[config.mk]
export PLATFORM = sky130hd
export DESIGN_NAME = shortest_job_first_queue
export DESIGN_NICKNAME = d
export VERILOG_FILES = /design/src/rtl/sjfq_pkg.sv /design/src/rtl/sjfq_store.sv /design/src/rtl/sjfq_seq.sv /design/src/rtl/shortest_job_first_queue.sv
export SDC_FILE = /design/constraint.sdc
export NUM_CORES = 2
export LEC_CHECK = 0
export BUFFER_PORTS_ARGS = -buffer_cell sky130_fd_sc_hd__buf_2
export CAP_MARGIN = 10
export CORE_ASPECT_RATIO = 0.5
export CORE_MARGIN = 5
export CORE_UTILIZATION = 25
export CTS_CLUSTER_DIAMETER = 200
export DETAILED_ROUTE_END_ITERATION = 8
export GPL_TIMING_DRIVEN = 1
export PLACE_DENSITY_LB_ADDON = 0.1
export SKIP_CTS_REPAIR_TIMING = 1
export SYNTH_ARGS = -nofsm -noshare
export SYNTH_HDL_FRONTEND = slang
export SYNTH_SLANG_ARGS = --single-unit
[constraint.sdc]
create_clock -name clk -period 16.1 [get_ports clk]
set_input_delay 0.805 -clock clk [delete_from_list [all_inputs] [get_ports clk]]
set_output_delay 0.805 -clock clk [all_outputs]
set_load 0.02 [all_outputs]
[src/rtl/sjfq_pkg.sv]
// ----------------------------------------------------------------------------
// sjfq_pkg
// shared types and constants of the shortest-job-first queue: transaction
// payloads, operation codes and default sizing
// ----------------------------------------------------------------------------
package sjfq_pkg;

    localparam int DEF_QUEUE_DEPTH = 64;
    localparam int DEF_SIZE_BITS   = 32;

    localparam int JOB_SIZE_W   = 32;
    localparam int FILL_COUNT_W = 7;

    localparam logic MODE_INSERT  = 1'b0;
    localparam logic MODE_EXTRACT = 1'b1;

    typedef struct packed {
        logic                  mode;
        logic [JOB_SIZE_W-1:0] job_size;
    } cmd_t;

    typedef struct packed {
        logic [JOB_SIZE_W-1:0]   out_size;
        logic                    out_valid;
        logic                    was_empty;
        logic                    overflow;
        logic [FILL_COUNT_W-1:0] fill_count;
    } rsp_t;

endpackage

[src/rtl/sjfq_store.sv]
// ----------------------------------------------------------------------------
// sjfq_store
// sorted size store: one write port, one read port with registered read data
// ----------------------------------------------------------------------------
module sjfq_store
    import sjfq_pkg::*;
#(
    parameter int QUEUE_DEPTH = DEF_QUEUE_DEPTH,
    parameter int SIZE_BITS   = DEF_SIZE_BITS,
    localparam int AW         = (QUEUE_DEPTH > 1) ? $clog2(QUEUE_DEPTH) : 1
)
(
    input  logic                 clk,
    input  logic                 we,
    input  logic [AW-1:0]        waddr,
    input  logic [SIZE_BITS-1:0] wdata,
    input  logic                 re,
    input  logic [AW-1:0]        raddr,
    output logic [SIZE_BITS-1:0] rdata
);

    logic [SIZE_BITS-1:0] mem [QUEUE_DEPTH];
    logic [SIZE_BITS-1:0] rdata_reg;

    always_ff @(posedge clk)
    begin
        if (we)
        begin
            mem[waddr] <= wdata;
        end
    end

    always_ff @(posedge clk)
    begin
        if (re)
        begin
            rdata_reg <= mem[raddr];
        end
    end

    assign rdata = rdata_reg;

endmodule

[src/rtl/sjfq_seq.sv]
// ----------------------------------------------------------------------------
// sjfq_seq
// operation sequencer: inserts walk the store from the tail with one shared
// compare and one wrapping address adder, moving larger entries up one place
// ----------------------------------------------------------------------------
module sjfq_seq
    import sjfq_pkg::*;
#(
    parameter int QUEUE_DEPTH = DEF_QUEUE_DEPTH,
    parameter int SIZE_BITS   = DEF_SIZE_BITS,
    localparam int AW         = (QUEUE_DEPTH > 1) ? $clog2(QUEUE_DEPTH) : 1,
    localparam int CW         = $clog2(QUEUE_DEPTH + 1)
)
(
    input  logic                 clk,
    input  logic                 rst_n,
    input  logic                 cmd_acc,
    input  cmd_t                 cmd_in,
    output logic                 idle,
    input  logic                 res_free,
    output logic                 res_push,
    output rsp_t                 res,
    output logic                 mem_we,
    output logic [AW-1:0]        mem_waddr,
    output logic [SIZE_BITS-1:0] mem_wdata,
    output logic                 mem_re,
    output logic [AW-1:0]        mem_raddr,
    input  logic [SIZE_BITS-1:0] mem_rdata
);

    localparam logic [2:0] S_IDLE    = 3'd0;
    localparam logic [2:0] S_INS_RD  = 3'd1;
    localparam logic [2:0] S_INS_CMP = 3'd2;
    localparam logic [2:0] S_EXT_RD  = 3'd3;
    localparam logic [2:0] S_EXT_CAP = 3'd4;
    localparam logic [2:0] S_RESULT  = 3'd5;

    localparam logic [AW:0] DEPTH_W = (AW + 1)'(QUEUE_DEPTH);
    localparam logic [CW-1:0] FULL  = CW'(QUEUE_DEPTH);

    logic [2:0]           state_reg, state_next;
    logic [AW-1:0]        head_reg, head_next;
    logic [CW-1:0]        count_reg, count_next;
    logic [CW-1:0]        k_reg, k_next;
    logic [SIZE_BITS-1:0] size_reg, size_next;
    rsp_t                 res_reg, res_next;

    // shared units
    logic [CW-1:0] offs;
    logic [AW:0]   addr_sum;
    logic [AW-1:0] phys;
    logic          bigger;

    always_comb
    begin
        unique case (state_reg)
            S_INS_RD:  offs = (k_reg == '0) ? '0 : k_reg - CW'(1);
            S_INS_CMP: offs = k_reg;
            S_EXT_CAP: offs = CW'(1);
            default:   offs = '0;
        endcase
    end

    // logical place to physical address, wrapping round the store
    assign addr_sum = {1'b0, head_reg} + (AW + 1)'(offs);
    assign phys     = (addr_sum >= DEPTH_W) ? AW'(addr_sum - DEPTH_W) : AW'(addr_sum);
    assign bigger   = mem_rdata > size_reg;

    always_comb
    begin
        state_next = state_reg;
        head_next  = head_reg;
        count_next = count_reg;
        k_next     = k_reg;
        size_next  = size_reg;
        res_next   = res_reg;
        mem_we     = 1'b0;
        mem_waddr  = phys;
        mem_wdata  = size_reg;
        mem_re     = 1'b0;
        mem_raddr  = phys;
        res_push   = 1'b0;

        unique case (state_reg)
            S_IDLE:
            begin
                if (cmd_acc)
                begin
                    res_next            = '0;
                    res_next.was_empty  = (count_reg == '0);
                    res_next.fill_count = FILL_COUNT_W'(count_reg);
                    size_next           = SIZE_BITS'(cmd_in.job_size);
                    k_next              = count_reg;
                    if (cmd_in.mode == MODE_INSERT)
                    begin
                        if (count_reg == FULL)
                        begin
                            res_next.overflow = 1'b1;
                            state_next        = S_RESULT;
                        end
                        else
                        begin
                            state_next = S_INS_RD;
                        end
                    end
                    else
                    begin
                        state_next = (count_reg == '0) ? S_RESULT : S_EXT_RD;
                    end
                end
            end
            S_INS_RD:
            begin
                if (k_reg == '0)
                begin
                    // reached the front: new job goes first
                    mem_we              = 1'b1;
                    count_next          = count_reg + CW'(1);
                    res_next.fill_count = FILL_COUNT_W'(count_next);
                    state_next          = S_RESULT;
                end
                else
                begin
                    mem_re     = 1'b1;
                    state_next = S_INS_CMP;
                end
            end
            S_INS_CMP:
            begin
                mem_we = 1'b1;
                if (bigger)
                begin
                    mem_wdata  = mem_rdata;
                    k_next     = k_reg - CW'(1);
                    state_next = S_INS_RD;
                end
                else
                begin
                    // equal sizes stay ahead of the new job
                    count_next          = count_reg + CW'(1);
                    res_next.fill_count = FILL_COUNT_W'(count_next);
                    state_next          = S_RESULT;
                end
            end
            S_EXT_RD:
            begin
                mem_re     = 1'b1;
                state_next = S_EXT_CAP;
            end
            S_EXT_CAP:
            begin
                head_next           = phys;
                count_next          = count_reg - CW'(1);
                res_next.out_size   = JOB_SIZE_W'(mem_rdata);
                res_next.out_valid  = 1'b1;
                res_next.fill_count = FILL_COUNT_W'(count_next);
                state_next          = S_RESULT;
            end
            S_RESULT:
            begin
                if (res_free)
                begin
                    res_push   = 1'b1;
                    state_next = S_IDLE;
                end
            end
            default:
            begin
                state_next = S_IDLE;
            end
        endcase
    end

    always_ff @(posedge clk or negedge rst_n)
    begin
        if (!rst_n)
        begin
            state_reg <= S_IDLE;
            head_reg  <= '0;
            count_reg <= '0;
        end
        else
        begin
            state_reg <= state_next;
            head_reg  <= head_next;
            count_reg <= count_next;
        end
    end

    always_ff @(posedge clk)
    begin
        k_reg    <= k_next;
        size_reg <= size_next;
        res_reg  <= res_next;
    end

    assign idle = (state_reg == S_IDLE);
    assign res  = res_reg;

    a_count_bound: assert property (@(posedge clk) disable iff (!rst_n)
        count_reg <= FULL)
        else $error("entry count beyond queue depth");

    a_count_step: assert property (@(posedge clk) disable iff (!rst_n)
        (count_reg != $past(count_reg)) |->
            (count_reg == $past(count_reg) + CW'(1) ||
             count_reg == $past(count_reg) - CW'(1)))
        else $error("entry count moved by more than one");

    a_busy_after_accept: assert property (@(posedge clk) disable iff (!rst_n)
        cmd_acc |=> !idle)
        else $error("sequencer idle right after a transaction");

    a_walk_in_range: assert property (@(posedge clk) disable iff (!rst_n)
        (state_reg == S_INS_RD || state_reg == S_INS_CMP) |-> (k_reg <= count_reg))
        else $error("insert walk outside stored entries");

    a_push_free: assert property (@(posedge clk) disable iff (!rst_n)
        res_push |-> res_free)
        else $error("result pushed into an occupied output register");

endmodule

[src/rtl/shortest_job_first_queue.sv]
// ----------------------------------------------------------------------------
// shortest_job_first_queue
// bounded queue of job sizes kept in ascending order; inserts go behind equal
// sizes, extracts return the smallest job
// ----------------------------------------------------------------------------
// a dropped insert or an empty extract goes straight to the result; an extract
// reads the head and then captures it; an insert reads and compares, one by one,
// each stored entry larger than the new job, shifting it up one place, and then
// writes the new job; the next transaction is taken once the sequencer is back in
// idle, after its result has moved into a free output register
// reset: queue empty, output register empty; the store itself is not cleared
// ----------------------------------------------------------------------------
module shortest_job_first_queue
    import sjfq_pkg::*;
#(
    parameter int QUEUE_DEPTH = DEF_QUEUE_DEPTH,
    parameter int SIZE_BITS   = DEF_SIZE_BITS
)
(
    input  logic clk,
    input  logic rst_n,
    input  logic cmd_valid,
    output logic cmd_stall,
    input  cmd_t cmd,
    output logic rsp_valid,
    input  logic rsp_stall,
    output rsp_t rsp
);

    localparam int AW = (QUEUE_DEPTH > 1) ? $clog2(QUEUE_DEPTH) : 1;

    logic                 seq_idle;
    logic                 cmd_acc;
    logic                 res_free;
    logic                 res_push;
    rsp_t                 res;
    logic                 mem_we;
    logic [AW-1:0]        mem_waddr;
    logic [SIZE_BITS-1:0] mem_wdata;
    logic                 mem_re;
    logic [AW-1:0]        mem_raddr;
    logic [SIZE_BITS-1:0] mem_rdata;

    logic rsp_valid_reg, rsp_valid_next;
    rsp_t rsp_reg;

    assign cmd_stall = !seq_idle;
    assign cmd_acc   = cmd_valid && seq_idle;
    assign res_free  = !rsp_valid_reg || !rsp_stall;

    sjfq_seq #(
        .QUEUE_DEPTH (QUEUE_DEPTH),
        .SIZE_BITS   (SIZE_BITS)
    ) u_seq (
        .clk       (clk),
        .rst_n     (rst_n),
        .cmd_acc   (cmd_acc),
        .cmd_in    (cmd),
        .idle      (seq_idle),
        .res_free  (res_free),
        .res_push  (res_push),
        .res       (res),
        .mem_we    (mem_we),
        .mem_waddr (mem_waddr),
        .mem_wdata (mem_wdata),
        .mem_re    (mem_re),
        .mem_raddr (mem_raddr),
        .mem_rdata (mem_rdata)
    );

    sjfq_store #(
        .QUEUE_DEPTH (QUEUE_DEPTH),
        .SIZE_BITS   (SIZE_BITS)
    ) u_store (
        .clk   (clk),
        .we    (mem_we),
        .waddr (mem_waddr),
        .wdata (mem_wdata),
        .re    (mem_re),
        .raddr (mem_raddr),
        .rdata (mem_rdata)
    );

    // output register: holds a result until the transaction completes
    always_comb
    begin
        rsp_valid_next = rsp_valid_reg;
        if (res_push)
        begin
            rsp_valid_next = 1'b1;
        end
        else if (rsp_valid_reg && !rsp_stall)
        begin
            rsp_valid_next = 1'b0;
        end
    end

    always_ff @(posedge clk or negedge rst_n)
    begin
        if (!rst_n)
        begin
            rsp_valid_reg <= 1'b0;
        end
        else
        begin
            rsp_valid_reg <= rsp_valid_next;
        end
    end

    always_ff @(posedge clk)
    begin
        if (res_push)
        begin
            rsp_reg <= res;
        end
    end

    assign rsp_valid = rsp_valid_reg;
    assign rsp       = rsp_reg;

endmodule
==> results.yml <==
outcome:
  outcome: "finished, final reports clean"
placement:
  port-buffer-count: 80
  dp.cells: 9797
  place_ws_ns: 7.086
  place_area_um2: 94690
  dp_hpwl_mm: 199.5
  gp_congestion: 0.7661
floorplanning:
  initial_core_util_pct: 25.12
  fp.dieArea_um2: 362100
  core-area_um2: 347800
  die_w_um: 846.0
  io_pins: 81
  rows: 153
  chipHeight_um: 428.0
drt:
  num_vias: 51330
  routed_via_density: 5.022
  routed_wl_mm: 352.2
  drc: 0
  drt_first_pass_iters: 7
  wl_per_cell_um: 34.45
  drt_iter0_drc: 6321
  antenna_left: 0
critical_path:
  worstSetupStartpointType: "flip-flop"
  critical_path_arrival_ns: 9.61
  worst_setup_path_end_kind: "flip-flop"
  required_ns: 16.63
  cp_max_fo: 73
  path_class: "reg -> reg"
clock_tree:
  cts_tree: "built"
  clock_latency_ns: 0.91
  clock_sinks: 2220
  root_buffer: "clkbuf_16"
  clkTransAtPathRegs_ns: 0.06
  cts.htree.levels: 4
  cts_buffers: 232
  cts_buffer_depth: 4
synthesis:
  synth_warnings: 0
  synth_edf_count: 2203
  yosysTopAreaCell: "edfxtp_1"
  synth_nets: 5250
  yosysTopAreaCellShare_pct: 75.72
  synth.distinct_cells: 80
  yosys-top-cells-count: "edfxtp_1 (2203), nand2_1 (513), mux2i_1 (400)"
  synthArstFlopShare_pct: 0.7658
  synth_seq_cells: 2220
  synth_area_um2: 87370
  synth_ff_type: "edfxtp_1"
  synth_area_per_cell_um2: 16.90
  yosysSeqAreaShare_pct: 76.21
  synthCells: 5171
  synthTopCellsByArea: "edfxtp_1 (76%), mux2i_1 (4.6%), mux4_2 (4.0%)"
  yosysMostFrequentCell: "edfxtp_1"
sta:
  worst_pin_slew_ns: 1.378
  maxSlewViolCount: 0
  post-route-period-util_pct: 56.40
  skew_ns: 0.04795
  period_needed_ns: 9.081
  finalWorstSetupSlack_ns: 7.019
  maxSlewHeadroom_pct: 8.116
  finalHoldViolations: 0
  rsz0062_at_grt: "false"
  setup_tns_ns: 0
  fmax_ghz: 0.1101
  setup_viol: 0
global_routing:
  antenna_found_initial: 53
  grt_pass1_wl_mm: 470.6
  grt_max_degree: 111
  grt-ovfl-total: 0
  gr-usage-all-layers_pct: 18.88
  grt_pass1_vias: 50530
finish:
  design_area_um2: 101800
  num-nets-final: 5467
  syn2layout_area_growth_pct: 16.53
  fin_cells: 10220
  largest_register_ff_count: 2048
  drive_gt1_share_pct: 17.27
worst_hold_path:
  worst_hold_path_type: "in -> reg"
flow_run:
  maxCapViolCount: 0
-- path summary, 6_finish.rpt --
check | startpoint | endpoint | slack (ns) | cells past startpoint
min in group asynchronous | rst_n | u_seq.head_reg[5]$_DFFE_PN0N_ | 0.47 | 2
min reg2reg | u_seq.res[4]$_DFFE_PP_ | rsp[4]$_DFFE_PP_ | 0.42 | 0
max in group asynchronous | rst_n | u_seq.count_reg[1]$_DFFE_PN0P_ | 15.30 | 2
max | u_seq.k_reg[0]$_DFFE_PP_ | u_store.rdata[10]$_DFFE_PP_ | 7.02 | 18
min | cmd[26] | u_seq.size_reg[26]$_DFFE_PP_ | 0.10 | 1
max reg2reg | u_seq.k_reg[0]$_DFFE_PP_ | u_store.rdata[10]$_DFFE_PP_ | 7.02 | 18
-- stage by stage --
stage | utilization, % | hold WS (ns)
after floorplan | - | 0.4003
after global routing | 29.26 | 0.03623
after global placement | 27.19 | 0.4008
after CTS | 29.25 | -0.1838
after detailed placement | 27.22 | 0.4045
final | 29.27 | 0.1022
-- critical path, stage by stage, from the launching register on --
cell	delay (ns)
edfxtp_1	0.48
inv_1	0.13
ha_1	0.20
nor3b_1	0.54
nand2_1	0.32
nand3_1	0.43
o211ai_1	0.20
ha_4	0.25
inv_1	0.08
fa_4	0.90
buf_12	0.35
inv_8	0.41
buf_12	0.42
buf_4	0.60
mux4_2	0.57
a2111oi_0	0.89
a31oi_1	0.16
o211ai_1	1.09
o21ai_0	0.35
-- layout by cell type (no fill, tap or decap), types with 10 or more instances in the layout --
master and n:
clkbuf_16 235, nor3_1 34, a211oi_1 35, a311oi_1 26, a2111oi_0 26, clkinv_1 57
o211ai_1 18, a22oi_1 22, clkbuf_1 41, dfrtp_1 17, a21o_1 15, nand2_1 508
nor2_1 84, nand4_1 14, a22o_1 16, nor4_1 39, a311o_1 17, mux4_2 155
o311ai_1 11, o21ai_0 108, and3_1 47, clkinv_2 49, a31o_2 11, a221oi_1 46
buf_4 216, o22ai_1 149, a31oi_1 65, edfxtp_1 2203, bufinv_16 14, ha_1 40
buf_2 83, a21oi_1 301, nand3_1 105, mux2i_1 400, a222oi_1 10, nor2_4 66
inv_1 44, mux2_2 56
-- layer usage --
layer / track usage, % / routed length (um) / up-vias / share of wire (%)
met2: 28.57 / 154100 / 1980 / 44
li1: - / - / 21110 / -
met3: 3.532 / 25080 / 353 / 7.1
met1: 28.28 / 166400 / 27890 / 47
met5: 0 / 13 / - / 0.0037
met4: 3.538 / 6623 / 2 / 1.9
-- final cells by class --
type	count	area, um^2
tap	4650	5818
inverter	48	195.2
timing repair buffer	314	2257
multi-input combinational	2572	19900
clock inverter	131	972.2
antenna	8	20.02
fill	34340	246000
sequential	2220	66580
clock buffer	278	6062
-- kinds of logic after synthesis --
group	after synthesis	synth area share (%)
compound gates	958	7.146
fa+ha+maj	42	0.6101
buf+inv	379	1.882
mux	612	9.313
xor+xnor	13	0.1389
simple gates	947	4.703
flops	2220	76.21
Power is not shown: default switching activity piles up to over one toggle a cycle in this logic, so the estimate is an artifact.
